## src/rtl/arc_pkg.sv

```systemverilog
// ----------------------------------------------------------------------------
// ARP resolver package
// Types, codes and constants shared by the resolver modules.
// ----------------------------------------------------------------------------
package arc_pkg;

    localparam int CACHE_ENTRIES_DEF = 8;
    localparam int IP_W   = 32;
    localparam int MAC_W  = 48;
    localparam int WAIT_W = 16;
    localparam int LEN_W  = 11;
    localparam int AOP_W  = 16;
    localparam int CFG_W  = 32;
    localparam int CIDX_W = 2;

    localparam logic [LEN_W-1:0]  ARP_MIN_LEN     = LEN_W'(28);
    localparam logic [AOP_W-1:0]  ARP_OP_REPLY    = AOP_W'(2);
    localparam logic [WAIT_W-1:0] FIRST_WAIT_RST  = WAIT_W'(2000);
    localparam logic [WAIT_W-1:0] SECOND_WAIT_RST = WAIT_W'(3000);

    typedef enum logic [1:0] {
        OP_RESOLVE = 2'd0,
        OP_FRAME   = 2'd1,
        OP_TICK    = 2'd2
    } opcode_t;

    typedef enum logic [2:0] {
        EV_HIT      = 3'd0,
        EV_RESOLVED = 3'd1,
        EV_SEND     = 3'd2,
        EV_FAILED   = 3'd3,
        EV_BUSY     = 3'd4
    } event_t;

    typedef enum logic [1:0] {
        PH_IDLE  = 2'd0,
        PH_WAIT1 = 2'd1,
        PH_WAIT2 = 2'd2
    } phase_t;

    typedef enum logic [1:0] {
        ST_IDLE = 2'd0,
        ST_SCAN = 2'd1,
        ST_RX_T = 2'd2,
        ST_RX_S = 2'd3
    } state_t;

    typedef enum logic [CIDX_W-1:0] {
        REG_OWN_IP      = 2'd0,
        REG_FIRST_WAIT  = 2'd1,
        REG_SECOND_WAIT = 2'd2
    } reg_index_t;

    typedef struct packed {
        logic [IP_W-1:0]   own_ip;
        logic [WAIT_W-1:0] first_wait;
        logic [WAIT_W-1:0] second_wait;
    } cfg_t;

endpackage

```

## src/rtl/arc_ram.sv

```systemverilog
// ----------------------------------------------------------------------------
// Generic RAM
// One write port, one read port with registered read data.
// ----------------------------------------------------------------------------
module arc_ram #(
    parameter int WIDTH  = 80,
    parameter int DEPTH  = 8,
    parameter int ADDR_W = (DEPTH > 1) ? $clog2(DEPTH) : 1
) (
    input  logic              clk,
    input  logic              we,
    input  logic [ADDR_W-1:0] waddr,
    input  logic [WIDTH-1:0]  wdata,
    input  logic [ADDR_W-1:0] raddr,
    output logic [WIDTH-1:0]  rdata
);

    logic [WIDTH-1:0] mem_reg [DEPTH];

    always_ff @(posedge clk)
    begin
        if (we)
        begin
            mem_reg[waddr] <= wdata;
        end
        rdata <= mem_reg[raddr];
    end

endmodule

```

## src/rtl/arc_cmp.sv

```systemverilog
// ----------------------------------------------------------------------------
// Address compare unit
// Shared 32-bit equality compare used by the cache scan and both reply-check steps.
// ----------------------------------------------------------------------------
module arc_cmp (
    input  logic [arc_pkg::IP_W-1:0] a,
    input  logic [arc_pkg::IP_W-1:0] b,
    output logic                     eq
);

    assign eq = ((a ^ b) == '0);

endmodule

```

## src/rtl/arc_seq.sv

```systemverilog
// ----------------------------------------------------------------------------
// ARP resolver sequencer
// Cache scan, reply check, wait countdown and result register.
// ----------------------------------------------------------------------------
module arc_seq #(
    parameter int CACHE_ENTRIES = arc_pkg::CACHE_ENTRIES_DEF,
    parameter int IDX_W = (CACHE_ENTRIES > 1) ? $clog2(CACHE_ENTRIES) : 1
) (
    input  logic                        clk,
    input  logic                        rst_n,
    input  arc_pkg::cfg_t               cfg,
    input  logic                        start,
    output logic                        busy,
    input  logic [1:0]                  opcode,
    input  logic [arc_pkg::IP_W-1:0]    target_ip,
    input  logic [arc_pkg::LEN_W-1:0]   rx_length,
    input  logic [arc_pkg::AOP_W-1:0]   rx_arp_op,
    input  logic [arc_pkg::IP_W-1:0]    rx_sender_ip,
    input  logic [arc_pkg::IP_W-1:0]    rx_target_ip,
    input  logic [arc_pkg::MAC_W-1:0]   rx_sender_mac,
    output logic                        ram_we,
    output logic [IDX_W-1:0]            ram_waddr,
    output logic [arc_pkg::IP_W+arc_pkg::MAC_W-1:0] ram_wdata,
    output logic [IDX_W-1:0]            ram_raddr,
    input  logic [arc_pkg::IP_W+arc_pkg::MAC_W-1:0] ram_rdata,
    output logic                        done,
    output logic [2:0]                  event_res,
    output logic [arc_pkg::MAC_W-1:0]   resolved_mac,
    output logic [arc_pkg::IP_W-1:0]    request_ip
);

    localparam logic [IDX_W-1:0] LAST = IDX_W'(CACHE_ENTRIES - 1);

    arc_pkg::state_t state_reg, state_next;
    arc_pkg::phase_t phase_reg, phase_next;
    logic [IDX_W-1:0]            idx_reg, idx_next;
    logic [IDX_W-1:0]            slot_reg, slot_next;
    logic [CACHE_ENTRIES-1:0]    valid_reg, valid_next;
    logic [arc_pkg::IP_W-1:0]    pend_reg, pend_next;
    logic [arc_pkg::WAIT_W-1:0]  count_reg, count_next;
    logic                        tmatch_reg, tmatch_next;
    logic                        done_reg, done_next;
    arc_pkg::event_t             ev_reg, ev_next;
    logic [arc_pkg::MAC_W-1:0]   omac_reg, omac_next;
    logic [arc_pkg::IP_W-1:0]    oip_reg, oip_next;

    logic [arc_pkg::IP_W-1:0]    tip_reg, sip_reg, rtip_reg;
    logic [arc_pkg::LEN_W-1:0]   len_reg;
    logic [arc_pkg::AOP_W-1:0]   aop_reg;
    logic [arc_pkg::MAC_W-1:0]   mac_reg;

    logic [arc_pkg::IP_W-1:0]    cmp_a, cmp_b;
    logic                        cmp_eq;
    logic                        accept;

    arc_cmp u_cmp (
        .a  (cmp_a),
        .b  (cmp_b),
        .eq (cmp_eq)
    );

    assign accept    = start && (state_reg == arc_pkg::ST_IDLE);
    assign busy      = (state_reg != arc_pkg::ST_IDLE);
    assign ram_waddr = slot_reg;
    assign ram_wdata = {pend_reg, mac_reg};

    assign done         = done_reg;
    assign event_res    = ev_reg;
    assign resolved_mac = omac_reg;
    assign request_ip   = oip_reg;

    // latch the accepted beat and register the result fields
    always_ff @(posedge clk)
    begin
        if (accept)
        begin
            tip_reg  <= target_ip;
            len_reg  <= rx_length;
            aop_reg  <= rx_arp_op;
            sip_reg  <= rx_sender_ip;
            rtip_reg <= rx_target_ip;
            mac_reg  <= rx_sender_mac;
        end
        omac_reg <= omac_next;
        oip_reg  <= oip_next;
        ev_reg   <= ev_next;
    end

    always_ff @(posedge clk or negedge rst_n)
    begin
        if (!rst_n)
        begin
            state_reg  <= arc_pkg::ST_IDLE;
            phase_reg  <= arc_pkg::PH_IDLE;
            idx_reg    <= '0;
            slot_reg   <= '0;
            valid_reg  <= '0;
            pend_reg   <= '0;
            count_reg  <= '0;
            tmatch_reg <= 1'b0;
            done_reg   <= 1'b0;
        end
        else
        begin
            state_reg  <= state_next;
            phase_reg  <= phase_next;
            idx_reg    <= idx_next;
            slot_reg   <= slot_next;
            valid_reg  <= valid_next;
            pend_reg   <= pend_next;
            count_reg  <= count_next;
            tmatch_reg <= tmatch_next;
            done_reg   <= done_next;
        end
    end

    always_comb
    begin
        unique case (state_reg)
            arc_pkg::ST_SCAN:
            begin
                cmp_a = ram_rdata[arc_pkg::IP_W+arc_pkg::MAC_W-1:arc_pkg::MAC_W];
                cmp_b = tip_reg;
            end
            arc_pkg::ST_RX_T:
            begin
                cmp_a = rtip_reg;
                cmp_b = cfg.own_ip;
            end
            arc_pkg::ST_RX_S:
            begin
                cmp_a = sip_reg;
                cmp_b = pend_reg;
            end
            default:
            begin
                cmp_a = '0;
                cmp_b = '0;
            end
        endcase
    end

    always_comb
    begin
        state_next  = state_reg;
        phase_next  = phase_reg;
        idx_next    = idx_reg;
        slot_next   = slot_reg;
        valid_next  = valid_reg;
        pend_next   = pend_reg;
        count_next  = count_reg;
        tmatch_next = tmatch_reg;
        done_next   = 1'b0;
        ev_next     = ev_reg;
        omac_next   = omac_reg;
        oip_next    = oip_reg;
        ram_we      = 1'b0;
        ram_raddr   = '0;

        unique case (state_reg)
            arc_pkg::ST_IDLE:
            begin
                if (start)
                begin
                    case (opcode)
                        arc_pkg::OP_RESOLVE:
                        begin
                            if (phase_reg != arc_pkg::PH_IDLE)
                            begin
                                done_next = 1'b1;
                                ev_next   = arc_pkg::EV_BUSY;
                                omac_next = '0;
                                oip_next  = target_ip;
                            end
                            else
                            begin
                                idx_next   = '0;
                                state_next = arc_pkg::ST_SCAN;
                            end
                        end
                        arc_pkg::OP_FRAME:
                        begin
                            if (phase_reg != arc_pkg::PH_IDLE)
                            begin
                                state_next = arc_pkg::ST_RX_T;
                            end
                        end
                        arc_pkg::OP_TICK:
                        begin
                            if (phase_reg != arc_pkg::PH_IDLE)
                            begin
                                if (count_reg > arc_pkg::WAIT_W'(1))
                                begin
                                    count_next = count_reg - arc_pkg::WAIT_W'(1);
                                end
                                else if (phase_reg == arc_pkg::PH_WAIT1)
                                begin
                                    phase_next = arc_pkg::PH_WAIT2;
                                    count_next = cfg.second_wait;
                                    done_next  = 1'b1;
                                    ev_next    = arc_pkg::EV_SEND;
                                    omac_next  = '0;
                                    oip_next   = pend_reg;
                                end
                                else
                                begin
                                    phase_next = arc_pkg::PH_IDLE;
                                    count_next = '0;
                                    done_next  = 1'b1;
                                    ev_next    = arc_pkg::EV_FAILED;
                                    omac_next  = '0;
                                    oip_next   = pend_reg;
                                end
                            end
                        end
                        default:
                        begin
                        end
                    endcase
                end
            end
            arc_pkg::ST_SCAN:
            begin
                ram_raddr = idx_reg + IDX_W'(1);
                idx_next  = idx_reg + IDX_W'(1);
                if (valid_reg[idx_reg] && cmp_eq)
                begin
                    done_next  = 1'b1;
                    ev_next    = arc_pkg::EV_HIT;
                    omac_next  = ram_rdata[arc_pkg::MAC_W-1:0];
                    oip_next   = tip_reg;
                    state_next = arc_pkg::ST_IDLE;
                end
                else if (idx_reg == LAST)
                begin
                    pend_next  = tip_reg;
                    phase_next = arc_pkg::PH_WAIT1;
                    count_next = cfg.first_wait;
                    done_next  = 1'b1;
                    ev_next    = arc_pkg::EV_SEND;
                    omac_next  = '0;
                    oip_next   = tip_reg;
                    state_next = arc_pkg::ST_IDLE;
                end
            end
            arc_pkg::ST_RX_T:
            begin
                tmatch_next = cmp_eq && (len_reg >= arc_pkg::ARP_MIN_LEN)
                              && (aop_reg == arc_pkg::ARP_OP_REPLY);
                state_next  = arc_pkg::ST_RX_S;
            end
            arc_pkg::ST_RX_S:
            begin
                state_next = arc_pkg::ST_IDLE;
                if (tmatch_reg && cmp_eq)
                begin
                    ram_we              = 1'b1;
                    valid_next[slot_reg] = 1'b1;
                    slot_next  = (slot_reg == LAST) ? '0 : slot_reg + IDX_W'(1);
                    phase_next = arc_pkg::PH_IDLE;
                    count_next = '0;
                    done_next  = 1'b1;
                    ev_next    = arc_pkg::EV_RESOLVED;
                    omac_next  = mac_reg;
                    oip_next   = pend_reg;
                end
            end
        endcase
    end

endmodule

```

## src/rtl/arp_resolver_with_cache.sv

```systemverilog
// ----------------------------------------------------------------------------
// ARP resolver with cache
// Resolves IPv4 addresses to MAC addresses through a small round-robin cache,
// broadcast requests, one retransmission and a reply check.
// ----------------------------------------------------------------------------
// A beat is taken when start is high and busy is low. A resolve beat scans the
// cache one entry per cycle through the cache RAM's single read port, with busy
// high throughout; its result strobes at the end of the scan or earlier on a
// hit. A received frame during a wait goes through two compare steps on the
// shared address comparator. A tick, a refused resolve, a frame while idle or
// an unused opcode is handled in the accept cycle and busy stays low; a
// result, where there is one, strobes on the next cycle. Each result is on the
// ports for one cycle with done high; the receiver cannot stall it, so take it
// when it shows. The cache valid bits clear at reset, with no clearing pass.
module arp_resolver_with_cache #(
    parameter int CACHE_ENTRIES = arc_pkg::CACHE_ENTRIES_DEF
) (
    input  logic                        clk,
    input  logic                        rst_n,
    input  logic                        cfg_we,
    input  logic [arc_pkg::CIDX_W-1:0]  cfg_index,
    input  logic [arc_pkg::CFG_W-1:0]   cfg_data,
    input  logic                        start,
    output logic                        busy,
    input  logic [1:0]                  opcode,
    input  logic [arc_pkg::IP_W-1:0]    target_ip,
    input  logic [arc_pkg::LEN_W-1:0]   rx_length,
    input  logic [arc_pkg::AOP_W-1:0]   rx_arp_op,
    input  logic [arc_pkg::IP_W-1:0]    rx_sender_ip,
    input  logic [arc_pkg::IP_W-1:0]    rx_target_ip,
    input  logic [arc_pkg::MAC_W-1:0]   rx_sender_mac,
    output logic                        done,
    output logic [2:0]                  event_res,
    output logic [arc_pkg::MAC_W-1:0]   resolved_mac,
    output logic [arc_pkg::IP_W-1:0]    request_ip
);

    localparam int IDX_W = (CACHE_ENTRIES > 1) ? $clog2(CACHE_ENTRIES) : 1;
    localparam int ENT_W = arc_pkg::IP_W + arc_pkg::MAC_W;

    arc_pkg::cfg_t cfg_reg;

    logic             ram_we;
    logic [IDX_W-1:0] ram_waddr;
    logic [ENT_W-1:0] ram_wdata;
    logic [IDX_W-1:0] ram_raddr;
    logic [ENT_W-1:0] ram_rdata;

    always_ff @(posedge clk or negedge rst_n)
    begin
        if (!rst_n)
        begin
            cfg_reg.own_ip      <= '0;
            cfg_reg.first_wait  <= arc_pkg::FIRST_WAIT_RST;
            cfg_reg.second_wait <= arc_pkg::SECOND_WAIT_RST;
        end
        else if (cfg_we)
        begin
            case (cfg_index)
                arc_pkg::REG_OWN_IP:      cfg_reg.own_ip      <= cfg_data;
                arc_pkg::REG_FIRST_WAIT:  cfg_reg.first_wait  <= cfg_data[arc_pkg::WAIT_W-1:0];
                arc_pkg::REG_SECOND_WAIT: cfg_reg.second_wait <= cfg_data[arc_pkg::WAIT_W-1:0];
                default:
                begin
                end
            endcase
        end
    end

    arc_ram #(
        .WIDTH  (ENT_W),
        .DEPTH  (CACHE_ENTRIES),
        .ADDR_W (IDX_W)
    ) u_cache (
        .clk   (clk),
        .we    (ram_we),
        .waddr (ram_waddr),
        .wdata (ram_wdata),
        .raddr (ram_raddr),
        .rdata (ram_rdata)
    );

    arc_seq #(
        .CACHE_ENTRIES (CACHE_ENTRIES),
        .IDX_W         (IDX_W)
    ) u_seq (
        .clk           (clk),
        .rst_n         (rst_n),
        .cfg           (cfg_reg),
        .start         (start),
        .busy          (busy),
        .opcode        (opcode),
        .target_ip     (target_ip),
        .rx_length     (rx_length),
        .rx_arp_op     (rx_arp_op),
        .rx_sender_ip  (rx_sender_ip),
        .rx_target_ip  (rx_target_ip),
        .rx_sender_mac (rx_sender_mac),
        .ram_we        (ram_we),
        .ram_waddr     (ram_waddr),
        .ram_wdata     (ram_wdata),
        .ram_raddr     (ram_raddr),
        .ram_rdata     (ram_rdata),
        .done          (done),
        .event_res     (event_res),
        .resolved_mac  (resolved_mac),
        .request_ip    (request_ip)
    );

endmodule

```

## config.mk

```make
export PLATFORM = sky130hd
export DESIGN_NAME = arp_resolver_with_cache
export DESIGN_NICKNAME = d
export VERILOG_FILES = /design/src/rtl/arc_pkg.sv /design/src/rtl/arc_ram.sv /design/src/rtl/arc_cmp.sv /design/src/rtl/arc_seq.sv /design/src/rtl/arp_resolver_with_cache.sv
export SDC_FILE = /design/constraint.sdc
export NUM_CORES = 1
export LEC_CHECK = 0
export ABC_AREA = 1
export ABC_CLOCK_PERIOD_IN_PS = 8200
export BUFFER_PORTS_ARGS = -buffer_cell sky130_fd_sc_hd__buf_2
export CORE_MARGIN = 10
export CORE_UTILIZATION = 54
export CTS_CLUSTER_SIZE = 12
export DETAILED_ROUTE_END_ITERATION = 16
export PLACE_DENSITY = 0.75
export RECOVER_POWER = 25
export REMOVE_ABC_BUFFERS = 1
export SKIP_CTS_REPAIR_TIMING = 1
export SYNTH_ARGS = -nofsm -noshare
export SYNTH_HDL_FRONTEND = slang
export SYNTH_SLANG_ARGS = --single-unit
```

## constraint.sdc

```tcl
create_clock -name clk -period 8.2 [get_ports clk]
set_input_delay 0.41 -clock clk [delete_from_list [all_inputs] [get_ports clk]]
set_output_delay 0.41 -clock clk [all_outputs]
set_load 0.02 [all_outputs]
```

======== After elaboration in Yosys (flattened, before gate mapping) ========
Memories as Yosys holds them, arrays and structs flattened. A register that Yosys moved wholly into a read port is not among the register bits.
Cells that the tools add are included.
storage, ports and cells
  bits in writable memories ............... 640
  memories ................................ 1
  register bits ........................... 386
  word-level logic and storage cells ...... 162
  output and inout bits ................... 85
memories
  name             depth  width  rd ports  clocked after memory_dff  wr ports  line           source
  u_cache.mem_reg  8      80     1         1                         1         arc_ram.sv:18  logic [WIDTH-1:0] mem_reg [DEPTH];
cells by class
  add/sub/neg operators ................... 3
  reduce and logical (&&, ||, !) cells .... 24
  magnitude comparators ................... 5
  bitwise gates (word level) .............. 3
  mux-type cells .......................... 77
  equal/unequal tests ..................... 28
operators with widths
  operator                                                         number
  two-way mux 48 bit                                               7
  one-hot mux 32 bit (3 select lines)                              3
  two-way mux 32 bit                                               7
  one-hot mux 48 bit (3 select lines)                              1
  two-way mux 16 bit                                               8
  one-hot mux 48 bit (2 select lines)                              1
  one-hot mux 32 bit (2 select lines)                              1
  one-hot mux 16 bit (3 select lines)                              1
  two-way mux 3 bit                                                12
  zero test 32 bit                                                 1
  XOR 32 bit                                                       1
  two-way mux 2 bit                                                13
  inequality test 3 bit (second input constant)                    7
  == test 16 x 2 -> 1 bit (second input constant)                  1
  greater-than comparator 16 x 1 -> 1 bit (second input constant)  1
  AND reduction 8 bit                                              2
  subtractor 16 x 1 -> 16 bit (second input constant)              1
  inequality test 2 bit (second input constant)                    7
  two-way mux 1 bit                                                13
  one-hot mux 3 bit (2 select lines)                               2
  >= comparator 11 x 5 -> 1 bit (second input constant)            1
  one-hot mux 3 bit (3 select lines)                               1
  == test 2 x 1 -> 1 bit (second input constant)                   4
  == test 2 bit (second input constant)                            4
  other kinds (24)                                                 40

======== Longest topological paths before layout ========
Gate-level depths: netlist (run 1).
  depth in word-level cells ............... 9
  depth in mapped cells ................... 21
  depth with buffers taken out ............ 18

======== Modules after synthesis ========
Synthesis (run 1) repeated with hierarchy kept, for this count alone.
unflattened totals
  cells, all modules ...................... 4605
  area, all modules ....................... 46352.0 um2
modules (own cells, without submodules)
  module                   cells each  area an instance (um2)  instances
  arc_ram                  2863        29512.1                 1
  arc_seq                  1291        13585.5                 1
  arp_resolver_with_cache  283         2608.8                  1
  arc_cmp                  168         645.6                   1

======== Least setup slack after synthesis (run 1) ========
No wires, ideal clock.
  path kind ............................... reg-to-reg
  start ................................... register u_seq.state_reg[0]
  end ..................................... register u_seq.aop_reg[0] in the netlist's numbering, enable pin
  data arrival time ....................... 8219 ps
  stages on the path, launching flop included .. 7
  path slack .............................. -720 ps
  required time ........................... 7499 ps
  path through ............................ dfrtp_1 -> buf_4 -> buf_4 -> buf_2 -> nor2_1 -> inv_1 -> nor2_1
on the way
  cells in the longest elaborated chain, start to end .. 2
RTL lines
  what                    line            source
  start, declared         arc_seq.sv:34   arc_pkg::state_t state_reg, state_next;
  start signal, assigned  arc_seq.sv:93   state_reg <= arc_pkg::ST_IDLE;
  start signal, assigned  arc_seq.sv:105  state_reg <= state_next;
  zero test 2 bit         arc_seq.sv:62   assign accept = start && (state_reg == arc_pkg::ST_IDLE);
  logical AND 1 bit       arc_seq.sv:62
  via u_seq.accept        arc_seq.sv:54   logic accept;
  end signal, assigned    arc_seq.sv:79   aop_reg <= rx_arp_op;
  end, declared           arc_seq.sv:49   logic [arc_pkg::AOP_W-1:0] aop_reg;
The timed path passes the listed nets, and every way through them passes these cells.
A chain may end at the register's enable or synchronous reset.

======== Worst setup path in the final report (run 1) ========
  start ................................... register u_seq.state_reg[0]
  end ..................................... memory u_cache.mem_reg[2][7], enable pin
on the way
  cells in the longest elaborated chain, start to end .. 9
  elaborated cells between the ends (all ways) .. 12
  classes of those cells .................. 3 x eq/ne; 6 x mux; 1 x bitwise; 2 x reduce/logical
RTL lines
  what                                       line                            source
  == test 2 bit (tied with other cells)      arc_seq.sv:119, arc_seq.sv:160
  one-hot mux 32 bit (3 select lines)        arc_seq.sv:119                  unique case (state_reg)
  XOR 32 bit                                 arc_cmp.sv:11                   assign eq = ((a ^ b) == '0);
  zero test 32 bit                           arc_cmp.sv:11
  logical AND 1 bit                          arc_seq.sv:255                  if (tmatch_reg && cmp_eq)
  two-way mux 1 bit                          arc_seq.sv:255
  two-way mux 1 bit *                        arc_seq.sv:160                  unique case (state_reg)
  two-way mux 1 bit *                        arc_ram.sv:22                   if (we)
  two-way mux 1 bit (not written as such) *  arc_ram.sv:24                   mem_reg[waddr] <= wdata;
  end, declared                              arc_ram.sv:18
Every way passes the cells marked *; elsewhere a longest branch is shown, timed or not.

==> run metrics, run 1 <==
failing checks=hold timing, capacitance limit, slew limit; switching share of power=0.357; TNS Setup=0 ns; synth unique cells=42; total routed wirelength=115,000 um; Final setup viols=0; vias in the first global route=28,700; Multi-input gate area=10,300 sq um; Critical Path Start Type=flip-flop; final hold viol count=4; average size of a mapped cell=12.3 sq um; number of core rows=104; Async SR Flop Fraction=0.120; gr usage total=0.232; Max-Cap Viols=1; met1 Use GR=0.307; PnR worst setup slack=1.83 ns; Sw Pwr=6.41 mW; nets=4,238; Remaining DRCs=0; RSZ-0062 raised after global routing=false; largest net degree at the start of global routing=206; Sequential cell area=31,700 sq um; Die H=306 um; clock power share=0.273; relative slew slack=-1.44; most common cell in the synthesized netlist=edfxtp_1; Slew Limit Fails=61; crit path max fanout=58; sequential area share after synthesis=0.718; Via density=5.80; I/O Buffers=293; fillers=5,739; post-route ant nets=0; Pleak=20.3 nW; global route total overflow=0; share of layout cells above drive strength 1=0.140; register share of total power=0.433; CTS clk-pin slew, worst paths=0.06 ns; combinational fraction of design power=0.294; register bit count reported by yosys=1,104; Die Footprint=93,700 sq um; routing usage on met2=0.372; fin crit share=0.776; die width=306 um; first-pass GRT wire length=168,000 um; Max Root-Sink Buffers=3; WHS=-0.0143 ns; core box area=80,800 sq um; mapped cell area=44,200 sq um; Syn. warnings=0; Post-synth top flop=edfxtp_1; io pins=296; crit path DAT=6.69 ns; Placer Congestion=0.879; Area contributors post-synth=edfxtp_1 (61%), dfrtp_1 (6.7%), nand2_1 (4.9%); M3 GR Usage=0.0491; CP required=8.53 ns; Post-synth EDFFs=892; max reg flops=640; CTS Sinks=1,104; vias post-DR=30,100; CTS tree=built; DR WL/cell=22.3 um; Hold Crit Class=in -> reg; most used routing layer=met2; Worst Tran Pin Value=3.66 ns; CTS H-tree depth=3; DRT Pass-1 Iters=6; worst skew pair latency=0.70 ns; CTS Buf Count=112; Peak VDD IR=0.000300 V; HPWL after detailed placement=62,000 um; area fraction of the dominant cell type after synthesis=0.606; Syn Inst Count=3,606; Area Growth Syn to Fin=17.4%; Setup WS pre-CTS=1.98 ns; status=finished with violations; 1st-iter DRT viols=2,879; post-route minimum period=6.37 ns; biggest area consumer among synthesized cells=edfxtp_1; Initial Util=0.547; Root Driver=clkbuf_16; Layout Utilization=0.642; P_int=11.5 mW; fmax=157 MHz; initial antenna violation count=7; P per Cell Area=346 nW/um^2; Post-synth top cells=edfxtp_1 (892), nand2_1 (582), inv_1 (376), nand3_1 (259), o21ai_0 (240); Setup CP Type=reg -> reg; CP Capture Type=flip-flop; clk_skew=0.0281 ns
-- critical path: stages, from the launching register on --
cell      delay (ns)
dfrtp_4         0.76
buf_4           0.59
nand2_1         0.31
clkinv_2        0.44
buf_4           0.68
nand2_1         0.15
nand3_1         0.12
nand2_1         0.05
nand2_1         0.08
nand2_1         0.09
nor2_1          0.11
nand2_1         0.12
nor2_2          0.18
nand3_1         0.13
nor2_2          0.28
inv_2           0.19
nor2_1          0.18
nand2_1         0.16
nor2_4          0.80
buf_12          0.46
-- through the flow --
stage | total power [mW] | hold WS, ns | std cells | area, sq um
final | 17.9 | -0.0143 | 5185 | 51900
after global placement | 12.8 | 0.442 | 4789 | 46600
after global routing | 18.8 | 0.00382 | 5181 | 51900
after detailed placement | 13.0 | 0.444 | 4789 | 46600
after CTS | 17.8 | -0.280 | 5000 | 50100
after floorplan | 11.6 | 0.114 | 3397 | 43200
-- power by group through the flow --
stage | Combinational, mW | Sequential (mW) | Clock (mW)
after floorplan | 3.80 | 7.78 | 0
after global placement | 4.99 | 7.82 | 0
after detailed placement | 5.11 | 7.84 | 0
after CTS | 5.15 | 7.74 | 4.92
after global routing | 5.82 | 7.84 | 5.17
final | 5.28 | 7.77 | 4.89
-- layer usage --
layer  vias up  share of wire
met3       299          0.093
met4         4          0.038
met5         -        0.00022
li1      13700              -
met2      1466           0.47
met1     14600           0.40
-- cell usage in the layout (no fill, tap or decap), drive strengths merged --
cell type	Yosys	final
edfxtp	892	892
nand2	586	586
inv	381	383
buf	69	288
nand3	259	259
o21ai	258	258
clkbuf	140	228
a21oi	213	213
dlygate4sd3	0	178
nor2	176	176
dfrtp	119	119
mux2	83	83
a31oi	83	83
o211ai	82	82
a311oi	81	81
dfxtp	80	80
a22o	52	52
clkinv	1	21
dfstp	13	13
diode	0	7
nand4	6	6
ha	6	6
nor4	5	5
xor2	4	4
xnor2	3	3
clkinvlp	0	3
nor3	3	3
a2111oi	2	2
o21bai	2	2
bufinv	0	2
a22oi	1	1
and2	1	1
nor3b	1	1
o21a	1	1
a21boi	1	1
o311ai	1	1
a21bo	1	1
-- cell type report --
class	count	share of cell area
Timing Repair Buffer	510	0.0691
Clock buffer	184	0.0621
Tap cell	1060	0.0256
Antenna cell	7	0.000338
Sequential cell	1104	0.611
Inverter	382	0.0277
Multi-Input combinational cell	1911	0.198
Clock inverter	27	0.00586
-- cell families (layout without fill, tap and decap cells) --
kind of cell | after synthesis | count (layout) | share of synthesized area
flops | 1104 | 1104 | 0.718
simple gates | 1037 | 1037 | 0.0973
compound gates | 778 | 778 | 0.107
buf+inv | 591 | 1103 | 0.0538
mux | 83 | 83 | 0.0212
xor+xnor | 7 | 7 | 0.00139
fa+ha+maj | 6 | 6 | 0.00170
other cells | 0 | 7 | 0
-- worst paths after layout --
| path | depth (start not counted) | from | to | slack [ns] |
|---|---|---|---|---|
| worst max-delay path | 19 | u_seq.state_reg[0]$_DFFE_PN0P_ | u_cache.mem_reg[2][7]$_DFFE_PP_ | 1.83 |
| worst min-delay path | 3 | cfg_data[28] | cfg_reg[60]$_DFFE_PN0P_ | -0.01 |
| worst max register to register | 19 | u_seq.state_reg[0]$_DFFE_PN0P_ | u_cache.mem_reg[2][7]$_DFFE_PP_ | 1.83 |
| worst min register to register | 2 | u_seq.valid_reg[6]$_DFFE_PN0P_ | u_seq.valid_reg[6]$_DFFE_PN0P_ | 0.47 |
| max in group asynchronous | 3 | rst_n | u_seq.state_reg[1]$_DFFE_PN0P_ | 4.03 |
| min in group asynchronous | 2 | rst_n | cfg_reg[6]$_DFFE_PN0P_ | 1.52 |
Power figures use the tool's default switching activity.
==> run 2: changes to the inputs <==
- ABC_CLOCK_PERIOD_IN_PS: 8200 -> 5600
- clock period: 8.2 -> 5.6 ns (I/O delays scaled with it)
==> run 2 against run 1 <==
The run ends with hold timing left. Clock power rose by 48%. Clock skew rose by 0.0092 ns. Register-to-register slack got worse by 1.2 ns. Wire length fell by 0.61%. Final cell count rose by 0.81%. Die area did not move. Critical endpoint is now u_cache.mem_reg[1][46]$_DFFE_PP_. Critical path type unchanged. Worst hold slack improved by 0.0061 ns.
==> run metrics, run 2 (synthesis gave the netlist of run 1 again) <==
R2R Setup Slk=0.67 ns; CTS Sinks=1,104; Worst Tran Pin Value=1.10 ns; DR WL/cell=21.9 um; share of layout cells above drive strength 1=0.145; fin crit share=0.880; post-route cell area=52,500 sq um; clk_skew=0.0374 ns; initial antenna violation count=12; status=finished with violations; CTS H-tree depth=3; core box area=80,800 sq um; CTS tree=built; RSZ-0062 raised after global routing=false; post-route ant nets=0; combinational fraction of design power=0.297; largest net degree at the start of global routing=125; Slew Limit Fails=0; crit path DAT=5.31 ns; gr usage total=0.230; Via density=5.75; Final setup viols=0; vias post-DR=30,100; Pleak=20.6 nW; crit path max fanout=65; Remaining DRCs=0; first-pass GRT wire length=168,000 um; TNS Setup=0 ns; Sw Pwr=9.40 mW; HPWL after detailed placement=66,200 um; P per Cell Area=505 nW/um^2; Setup CP Type=reg -> reg; Initial Util=0.547; Placement Cell Area=47,000 sq um; Critical Path Start Type=flip-flop; nets=4,286; most frequent cells in the layout=edfxtp_1 (892), nand2_1 (578), inv_1 (376), nand3_1 (257), buf_2 (254); fmax=203 MHz; failing checks=hold timing; Placer Congestion=0.878; Max Root-Sink Buffers=3; CP startpoint=u_seq.state_reg[0]$_DFFE_PN0P_; Peak VDD IR=0.000447 V; relative slew slack=0.262; Die H=306 um; CP Capture Type=flip-flop; CTS Buf Count=112; die width=306 um; global route total overflow=0; CP required=5.98 ns; Area Growth Syn to Fin=18.8%; Root Driver=clkbuf_16; most common cell after layout, fill and taps aside=edfxtp_1; I/O Buffers=293; worst reg2reg path depth=17; Max-Cap Viols=0; register share of total power=0.429; Hold Crit Class=in -> reg; clock power share=0.274; io pins=296; vias in the first global route=28,700; switching share of power=0.354; worst skew pair latency=0.70 ns; RR Endpoint=u_cache.mem_reg[1][46]$_DFFE_PP_; worst r2r src=u_seq.state_reg[0]$_DFFE_PN0P_; post-route minimum period=4.93 ns; final hold viol count=1; fillers=5,717; total routed wirelength=115,000 um; DRT Pass-1 Iters=6; 1st-iter DRT viols=3,505; CTS clk-pin slew, worst paths=0.06 ns; Die Footprint=93,700 sq um; P_int=17.1 mW; max reg flops=640; number of core rows=104; WHS=-0.00819 ns; capture point of the critical path=u_cache.mem_reg[1][46]$_DFFE_PP_
==> run 2: changes by cell type in the layout (fill, tap and decap cells not counted), moves of 2 or more <==
cell / change
buf_4: +10
buf_12: +14
diode_2: -5
clkbuf_1: -5
buf_2: +5
clkbuf_16: +3
clkinv_1: -3
clkinv_2: -2
clkbuf_8: +2
dlygate4sd3_1: +24
==> run 2: power by group through the flow <==
| stage | logic (mW) | registers [mW] | clock network (mW) |
|---|---|---|---|
| floorplan | 5.04 | 11.4 | 0 |
| global placement | 7.46 | 11.5 | 0 |
| detailed placement | 7.66 | 11.5 | 0 |
| CTS | 7.73 | 11.3 | 7.33 |
| global route | 8.69 | 11.5 | 7.67 |
| finish | 7.88 | 11.4 | 7.26 |
==> run 2: metal layers <==
metal	global-route usage	vias up	part of all wire
met2	0.371	1471	0.48
li1	-	13800	-
met3	0.0556	246	0.093
met5	0	-	0.00080
met4	0.0889	14	0.032
met1	0.300	14500	0.39
==> run 2: final cells by class <==
class / count / area [sq um] / area share
Clock buffer: 190 / 3330 / 0.0634
Inverter: 382 / 1440 / 0.0274
Timing Repair Buffer: 558 / 4200 / 0.0799
Tap cell: 1060 / 1330 / 0.0253
Antenna cell: 2 / 5.00 / 0.0000953
Sequential cell: 1104 / 31700 / 0.604
Clock inverter: 20 / 246 / 0.00469
Multi-Input combinational cell: 1911 / 10300 / 0.195
==> run 2: how the worst min path moves through the flow <==
stage / start / endpoint / slack [ns] / depth (start not counted)
3_5_place_dp: u_seq.valid_reg[2]$_DFFE_PN0P_ / u_seq.valid_reg[2]$_DFFE_PN0P_ / 0.45 / 2
5_1_grt: start / u_seq.state_reg[1]$_DFFE_PN0P_ / 0.03 / 5
3_3_place_gp: u_seq.valid_reg[1]$_DFFE_PN0P_ / u_seq.valid_reg[1]$_DFFE_PN0P_ / 0.44 / 2
4_1_cts: rx_target_ip[25] / u_seq.rtip_reg[25]$_DFFE_PP_ / -0.28 / 1
2_1_floorplan: rst_n / cfg_reg[0]$_DFFE_PN0P_ / -0.02 / 0
6_report: opcode[1] / u_seq.state_reg[1]$_DFFE_PN0P_ / -0.008 / 4
==> run 2: stage by stage <==
| stage | cells | hold WS (ns) | util | power [mW] | worst slack [ns] |
|---|---|---|---|---|---|
| 2_1_floorplan | 3397 | -0.0156 | - | 16.4 | -11.85 |
| 3_3_place_gp | 4813 | 0.444 | 0.581 | 18.9 | 0.876 |
| 3_5_place_dp | 4813 | 0.452 | 0.581 | 19.2 | 0.788 |
| 4_1_cts | 5023 | -0.281 | 0.625 | 26.4 | 0.761 |
| 5_1_grt | 5226 | 0.0286 | 0.650 | 27.8 | 0.455 |
| 6_report | 5227 | -0.00819 | 0.650 | 26.5 | 0.674 |
==> run 2: critical path, stage by stage (launching register included) <==
cell	delay [ns]
dfrtp_4	0.62
buf_4	0.67
nand2_1	0.18
buf_4	0.29
nor2_1	0.13
nor2_1	0.06
nand2_1	0.05
nand2_1	0.05
inv_1	0.08
nand2_1	0.13
nor2_1	0.11
nand2_1	0.09
nor2_2	0.26
nand3_1	0.17
nor2_2	0.29
nand3_1	0.30
nor2_4	0.71
buf_12	0.28
